[src/rtl/nfcrsp_pkg.sv]
// Package: shared types, register indexes, status codes and frame constants.
package nfcrsp_pkg;

	localparam int unsigned DATA_W = 8;
	localparam int unsigned CFG_IDX_W = 2;

	localparam logic [CFG_IDX_W-1:0] REG_EXPECTED_COMMAND = 2'd0;
	localparam logic [CFG_IDX_W-1:0] REG_MAX_PAYLOAD = 2'd1;
	localparam logic [CFG_IDX_W-1:0] REG_DEVICE_TFI = 2'd2;

	localparam logic [DATA_W-1:0] RST_EXPECTED_COMMAND = 8'h00;
	localparam logic [DATA_W-1:0] RST_MAX_PAYLOAD = 8'd253;
	localparam logic [DATA_W-1:0] RST_DEVICE_TFI = 8'hD5;

	localparam logic [DATA_W-1:0] PREAMBLE_BYTE = 8'h00;
	localparam logic [DATA_W-1:0] START_CODE_1 = 8'h00;
	localparam logic [DATA_W-1:0] START_CODE_2 = 8'hFF;

	localparam logic [1:0] ST_OK = 2'd0;
	localparam logic [1:0] ST_INVALID = 2'd1;
	localparam logic [1:0] ST_NOSPACE = 2'd2;

	localparam logic KIND_DATA = 1'b0;
	localparam logic KIND_FINAL = 1'b1;

	typedef struct packed {
		logic [DATA_W-1:0] rx_byte;
		logic              frame_start;
	} in_item_t;

	typedef struct packed {
		logic              out_kind;
		logic [DATA_W-1:0] data_byte;
		logic [1:0]        status;
		logic [DATA_W-1:0] payload_count;
		logic              last;
	} out_item_t;

	typedef struct packed {
		logic [DATA_W-1:0] expected_command;
		logic [DATA_W-1:0] max_payload;
		logic [DATA_W-1:0] device_tfi;
	} cfg_t;

	typedef struct packed {
		logic      has_result;
		out_item_t result;
	} step_t;

endpackage

[src/rtl/nfcrsp_cfg_regs.sv]
// Configuration register file written through a plain write port.
module nfcrsp_cfg_regs (
	input  logic                             clk,
	input  logic                             arst_n,
	input  logic                             cfg_we,
	input  logic [nfcrsp_pkg::CFG_IDX_W-1:0] cfg_index,
	input  logic [nfcrsp_pkg::DATA_W-1:0]    cfg_data,
	output nfcrsp_pkg::cfg_t                 cfg
);
	import nfcrsp_pkg::*;

	cfg_t cfg_q;

	always_ff @(posedge clk or negedge arst_n) begin
		if (!arst_n) begin
			cfg_q.expected_command <= RST_EXPECTED_COMMAND;
			cfg_q.max_payload <= RST_MAX_PAYLOAD;
			cfg_q.device_tfi <= RST_DEVICE_TFI;
		end else if (cfg_we) begin
			unique case (cfg_index)
				REG_EXPECTED_COMMAND: cfg_q.expected_command <= cfg_data;
				REG_MAX_PAYLOAD:      cfg_q.max_payload <= cfg_data;
				REG_DEVICE_TFI:       cfg_q.device_tfi <= cfg_data;
				default: ;
			endcase
		end
	end

	assign cfg = cfg_q;

endmodule

[src/rtl/nfcrsp_parser.sv]
// Frame parser: phase state machine, length/sum tracking and per-byte result.
module nfcrsp_parser (
	input  logic                 clk,
	input  logic                 arst_n,
	input  logic                 fire,
	input  nfcrsp_pkg::in_item_t item,
	input  nfcrsp_pkg::cfg_t     cfg,
	output nfcrsp_pkg::step_t    step
);
	import nfcrsp_pkg::*;

	typedef enum logic [3:0] {
		PH_IDLE, PH_SC1, PH_SC2, PH_LEN, PH_LCS, PH_TFI, PH_CMD,
		PH_DATA, PH_DCS, PH_POST, PH_DUMP, PH_SKIP1, PH_SKIP2
	} phase_t;

	phase_t            phase_q, phase_d;
	logic [DATA_W-1:0] len_q, len_d;
	logic [DATA_W-1:0] sum_q, sum_d;
	logic [DATA_W-1:0] seen_q, seen_d;
	logic [DATA_W-1:0] b;
	logic [DATA_W-1:0] rsp;
	logic [DATA_W-1:0] len_m2;
	logic [DATA_W-1:0] seen_inc;
	step_t             st;

	assign b = item.rx_byte;
	assign rsp = cfg.expected_command + 8'd1;
	assign len_m2 = len_q - 8'd2;
	assign seen_inc = seen_q + 8'd1;

	always_comb begin
		phase_d = phase_q;
		len_d = len_q;
		sum_d = sum_q;
		seen_d = seen_q;
		st.has_result = 1'b0;
		st.result = '0;
		if (item.frame_start) begin
			len_d = '0;
			sum_d = '0;
			seen_d = '0;
			if (b != PREAMBLE_BYTE) begin
				st.has_result = 1'b1;
				phase_d = PH_IDLE;
			end else begin
				phase_d = PH_SC1;
			end
		end else begin
			unique case (phase_q)
				PH_SC1: begin
					if (b != START_CODE_1) begin
						st.has_result = 1'b1;
						phase_d = PH_IDLE;
					end else phase_d = PH_SC2;
				end
				PH_SC2: begin
					if (b != START_CODE_2) begin
						st.has_result = 1'b1;
						phase_d = PH_IDLE;
					end else phase_d = PH_LEN;
				end
				PH_LEN: begin
					len_d = b;
					phase_d = PH_LCS;
				end
				PH_LCS: begin
					if ((len_q + b) != 8'd0) begin
						st.has_result = 1'b1;
						phase_d = PH_IDLE;
					end else phase_d = PH_TFI;
				end
				PH_TFI: begin
					if (b != cfg.device_tfi) begin
						st.has_result = 1'b1;
						phase_d = PH_IDLE;
					end else phase_d = PH_CMD;
				end
				PH_CMD: begin
					if (b != rsp) begin
						st.has_result = 1'b1;
						phase_d = PH_IDLE;
					end else begin
						len_d = len_m2;
						seen_d = '0;
						sum_d = cfg.device_tfi + rsp;
						if (len_m2 > cfg.max_payload) phase_d = PH_DUMP;
						else if (len_m2 == 8'd0) phase_d = PH_DCS;
						else phase_d = PH_DATA;
					end
				end
				PH_DATA: begin
					sum_d = sum_q + b;
					seen_d = seen_inc;
					if (seen_inc == len_q) phase_d = PH_DCS;
					st.has_result = 1'b1;
				end
				PH_DCS: begin
					if ((sum_q + b) != 8'd0) begin
						st.has_result = 1'b1;
						phase_d = PH_IDLE;
					end else phase_d = PH_POST;
				end
				PH_POST: begin
					st.has_result = 1'b1;
					phase_d = PH_IDLE;
				end
				PH_DUMP: begin
					seen_d = seen_inc;
					if (seen_inc == len_q) phase_d = PH_SKIP1;
				end
				PH_SKIP1: phase_d = PH_SKIP2;
				PH_SKIP2: begin
					st.has_result = 1'b1;
					phase_d = PH_IDLE;
				end
				default: phase_d = PH_IDLE;
			endcase
		end

		// result fields
		if (!item.frame_start && phase_q == PH_DATA) begin
			st.result.out_kind = KIND_DATA;
			st.result.data_byte = b;
		end else begin
			st.result.out_kind = KIND_FINAL;
			st.result.last = 1'b1;
			if (!item.frame_start && phase_q == PH_POST) begin
				st.result.status = ST_OK;
				st.result.payload_count = len_q;
			end else if (!item.frame_start && phase_q == PH_SKIP2) begin
				st.result.status = ST_NOSPACE;
			end else begin
				st.result.status = ST_INVALID;
			end
		end
	end

	always_ff @(posedge clk or negedge arst_n) begin
		if (!arst_n) begin
			phase_q <= PH_IDLE;
			len_q <= '0;
			sum_q <= '0;
			seen_q <= '0;
		end else if (fire) begin
			phase_q <= phase_d;
			len_q <= len_d;
			sum_q <= sum_d;
			seen_q <= seen_d;
		end
	end

	assign step = st;

endmodule

[src/rtl/nfc_response_frame_parser_unit.sv]
// Top level: input register, frame parser, config registers and result register.
//
//  channel | direction | handshake          | payload
//  --------+-----------+--------------------+---------------------------
//  in      | to block  | in_valid/in_stall  | in_item  (rx_byte, frame_start)
//  out     | from block| out_valid/out_stall| out_item (kind, byte, status, count, last)
//  cfg     | to block  | cfg_we             | cfg_index, cfg_data
//
// One byte per cycle sustained, unless a byte that makes a result meets a result
// held by out_stall; a byte's result goes from the input register through the parse
// logic into the result register, which drives the outputs.
// Reset clears the phase, length, sum and count state and loads the config defaults.
// A byte that makes no result moves through even while out_stall holds a result;
// a byte that makes one waits in the input register until the result register frees.
module nfc_response_frame_parser_unit (
	input  logic                             clk,
	input  logic                             arst_n,
	input  logic                             in_valid,
	output logic                             in_stall,
	input  nfcrsp_pkg::in_item_t             in_item,
	output logic                             out_valid,
	input  logic                             out_stall,
	output nfcrsp_pkg::out_item_t            out_item,
	input  logic                             cfg_we,
	input  logic [nfcrsp_pkg::CFG_IDX_W-1:0] cfg_index,
	input  logic [nfcrsp_pkg::DATA_W-1:0]    cfg_data
);
	import nfcrsp_pkg::*;

	in_item_t  item_s1;
	logic      valid_s1;
	out_item_t out_item_q;
	logic      out_valid_q;
	cfg_t      cfg;
	step_t     step;
	logic      advance;

	nfcrsp_cfg_regs u_cfg (
		.clk       (clk),
		.arst_n    (arst_n),
		.cfg_we    (cfg_we),
		.cfg_index (cfg_index),
		.cfg_data  (cfg_data),
		.cfg       (cfg)
	);

	nfcrsp_parser u_parser (
		.clk    (clk),
		.arst_n (arst_n),
		.fire   (advance),
		.item   (item_s1),
		.cfg    (cfg),
		.step   (step)
	);

	assign advance = valid_s1 && (!step.has_result || !out_valid_q || !out_stall);
	assign in_stall = valid_s1 && !advance;

	always_ff @(posedge clk or negedge arst_n) begin
		if (!arst_n) begin
			valid_s1 <= 1'b0;
		end else if (in_valid && !in_stall) begin
			valid_s1 <= 1'b1;
		end else if (advance) begin
			valid_s1 <= 1'b0;
		end
	end

	always_ff @(posedge clk) begin
		if (in_valid && !in_stall) item_s1 <= in_item;
	end

	always_ff @(posedge clk or negedge arst_n) begin
		if (!arst_n) begin
			out_valid_q <= 1'b0;
		end else if (advance && step.has_result) begin
			out_valid_q <= 1'b1;
		end else if (!out_stall) begin
			out_valid_q <= 1'b0;
		end
	end

	always_ff @(posedge clk) begin
		if (advance && step.has_result) out_item_q <= step.result;
	end

	assign out_valid = out_valid_q;
	assign out_item = out_item_q;

endmodule

[config.mk]
export PLATFORM = sky130hd
export DESIGN_NAME = nfc_response_frame_parser_unit
export DESIGN_NICKNAME = d
export VERILOG_FILES = /design/src/rtl/nfcrsp_pkg.sv /design/src/rtl/nfcrsp_cfg_regs.sv /design/src/rtl/nfcrsp_parser.sv /design/src/rtl/nfc_response_frame_parser_unit.sv
export SDC_FILE = /design/constraint.sdc
export NUM_CORES = 1
export LEC_CHECK = 0
export ABC_AREA = 1
export CORE_AREA = 2 2 127 159
export CTS_BUF_LIST = sky130_fd_sc_hd__clkbuf_8 sky130_fd_sc_hd__clkbuf_16
export DETAILED_ROUTE_END_ITERATION = 10
export DIE_AREA = 0 0 129 161
export DONT_BUFFER_PORTS = 1
export PLACE_DENSITY = 0.52
export SLEW_MARGIN = 40
export SYNTH_ARGS = -nofsm -noshare
export SYNTH_HDL_FRONTEND = slang
export SYNTH_HIERARCHICAL = 1
export SYNTH_SLANG_ARGS = --single-unit
[constraint.sdc]
create_clock -name clk -period 3.2 [get_ports clk]
set_clock_uncertainty 0.1 [all_clocks]
set_input_delay 0.32 -clock clk [delete_from_list [all_inputs] [get_ports clk]]
set_output_delay 0.32 -clock clk [all_outputs]
set_load 0.02 [all_outputs]
==> results.txt <==
Outcome: finished, final reports clean
Req. time, crit path: 2.78 ns
DRC Markers: 0
Power Density: 566 nW/µm²
Die X: 129 µm
Chip height: 161 µm
Placer congestion estimate: 0.831
Core area: 19300 µm²
FILL cells: 2080
FF+latch count, synth: 83
Slew margin rel.: 69.8%
Async SR Flop Fraction: 65.1%
WHS: 0.00906 ns
Post-Syn Nets: 787
Worst EP arrival: 2.76 ns
Setup-failing EPs final: 0
First-pass GRT wire length: 25600 µm
Top post-synthesis cells by area: dfrtp_1, edfxtp_1, nand2_1, ha_1, inv_1
Total Routing Usage GR: 15.9%
Area share of the largest cell type after synthesis: 18.5%
Clock Path Buffers: 2
Final core occ: 35.8%
Clk_lat worst skew: 0.35 ns
Io pins: 46
Initial core utilization: 29.4%
Share of cells above drive strength 1: 15.6%
Design Power: 3920 µW
Type of origin of the critical path: register
Final net count: 849
Pins over their slew limit: 0
Cell area after synthesis: 5680 µm²
Root Buffer: clkbuf_16
# H-tree levels: 3
Gr ovfl total: 0
Final period utilization: 99.5%
Drt first pass iters: 5
Max Freq: 314 MHz
Cell variety after synth: 45
Min-Delay Path Class: in2reg
Clock Pin Slew Worst Setup and Hold Paths: 0.06 ns
Sequential area share after synthesis: 39.4%
Antenna Cells: 0
Tmin final: 3.18 ns
Routed wire length: 15700 µm
Max_cap viols: 0
Largest net degree at the start of global routing: 55
Row count: 57
Post-DR vias/cell: 4.69
Leading area contributor after synthesis: dfrtp_1
Post-Synthesis Cells: 730
Post-Syn Area per Cell: 7.78 µm²
Setup total negative slack: 0 ns
Most frequent cells in the layout: nand2_1, inv_1, nor2_1
DP Worst Slack: 0.0385 ns
RSZ-0062 raised after global routing: yes
Initial drt markers: 353
Worst setup margin: 0.0176 ns
Initial antenna violation count: 0
HPWL after detailed placement: 12100 µm
WL per Instance: 14.8 µm
Synth warnings: 6
Worst ir drop on vdd: 0.240 mV
Least-Margin Pin Slew: 0.450 ns
TritonCTS Buffers: 9
Remaining antenna violation count after routing: 0
Leak: 0.00315 µW
Hold Violations, Final: 0
Sink Count: 83
Kind of critical path: reg2out
Area delta synth->final: 21.9%
Vias post-DR: 4984
Port bufs: 0
Main synth FF type: dfrtp_1
Crit. End Element: output pin
Max FO, Critical Path: 3
Vias in the first global route: 4882
Post-synth EDFFs: 29
CTS tree: yes
Commonest non-fill, non-tap cell in the layout: nand2_1
Die area: 20800 µm²
==> cell families after synthesis <==
group | share of synthesized area [%]
simple gates | 32.2
buf+inv | 7.82
flops | 39.4
compound gates | 8.31
fa+ha+maj | 7.67
xor+xnor | 4.47
mux | 0.176
==> registers in the layout, indices dropped and copies added (netlist names) <==
name	flops
u_parser/seen_q	8
u_parser/phase_q	4
u_parser/len_q	8
valid_s1	1
out_item	20
u_cfg/cfg	24
out_valid	1
item_s1	9
u_parser/sum_q	8
==> critical path, cell delays in order, from the launching register on <==
cell and delay [ns]:
edfxtp_1 0.42, ha_2 0.21, fa_1 0.42, nor2_1 0.09, o21ai_1 0.07, a31oi_1 0.14, nand3_1 0.10, nor2_2 0.10
nand3_1 0.09, a21oi_2 0.15, nand3_1 0.08, nor2_1 0.11, nor2_2 0.06, nand3_2 0.09, buf_6 0.11, nor2_4 0.03
buf_6 0.12
==> layer usage <==
layer  vias to the layer above  GRT usage [%]  share of wire (%)
met4                         0           6.18                2.0
met1                      2301           20.5                 45
met2                       126           26.4                 49
met3                        19           2.72                4.6
li1                       2538              -                  -
met5                         -              0                  0
==> power by group <==
group,internal [µW],switching [µW]
combinational,567,857
sequential,1270,172
clock,609,442
total,2450,1470
==> metrics by stage <==
| stage | area (µm²) | instances |
|---|---|---|
| 2_1_floorplan | 5680 | 730 |
| 3_3_place_gp | 6100 | 1005 |
| 3_5_place_dp | 6100 | 1005 |
| 4_1_cts | 6760 | 1054 |
| 5_1_grt | 6920 | 1062 |
| 6_report | 6920 | 1062 |
==> timing repair <==
action | 4_1_cts | 5_1_grt
pin swaps | 2 | 11
hold buffers | 28 | 0
buffers inserted | 5 | 8
setup endpoints to repair | 1 | 58
resized for setup | 9 | 25
endpoints found under the hold margin | 76 | 0
==> worst paths after layout <==
| path | end | from | depth (start not counted) | slack, ns |
|---|---|---|---|---|
| max | in_stall | item_s1[1] | 16 | 0.02 |
| min | u_cfg/cfg[7] | cfg_data[7] | 2 | 0.009 |
| max reg2reg | u_parser/seen_q[5] | item_s1[1] | 19 | 0.09 |
| min reg2reg | u_cfg/cfg[8] | u_cfg/cfg[8] | 2 | 0.37 |
| max in group asynchronous | u_cfg/cfg[2] | arst_n | 2 | 2.32 |
| min in group asynchronous | u_cfg/cfg[9] | arst_n | 2 | 0.39 |
==> final cells by class <==
type	instances	area (µm²)	area share (%)
clock inverter	7	77.6	1.12
timing repair buffer	62	581	8.39
tap	265	332	4.79
clock buffer	9	225	3.25
sequential	83	2240	32.3
inverter	95	367	5.30
multi-input combinational	541	3100	44.8
==> Yosys cell counts, drive strengths merged, types with 2 or more instances <==
library cell,instances
nand4,36
nand3b,2
nor2,74
a21oi,22
o21ai,33
o22ai,9
or2,2
nor4,3
clkbuf,3
buf,8
fa,3
nor3,8
nand3,55
xor2,15
nand2,219
xnor2,14
dfrtp,42
edfxtp,29
a21o,4
dfstp,12
a31oi,2
inv,95
ha,30
a22oi,4
(Power assumes the default switching activity.)
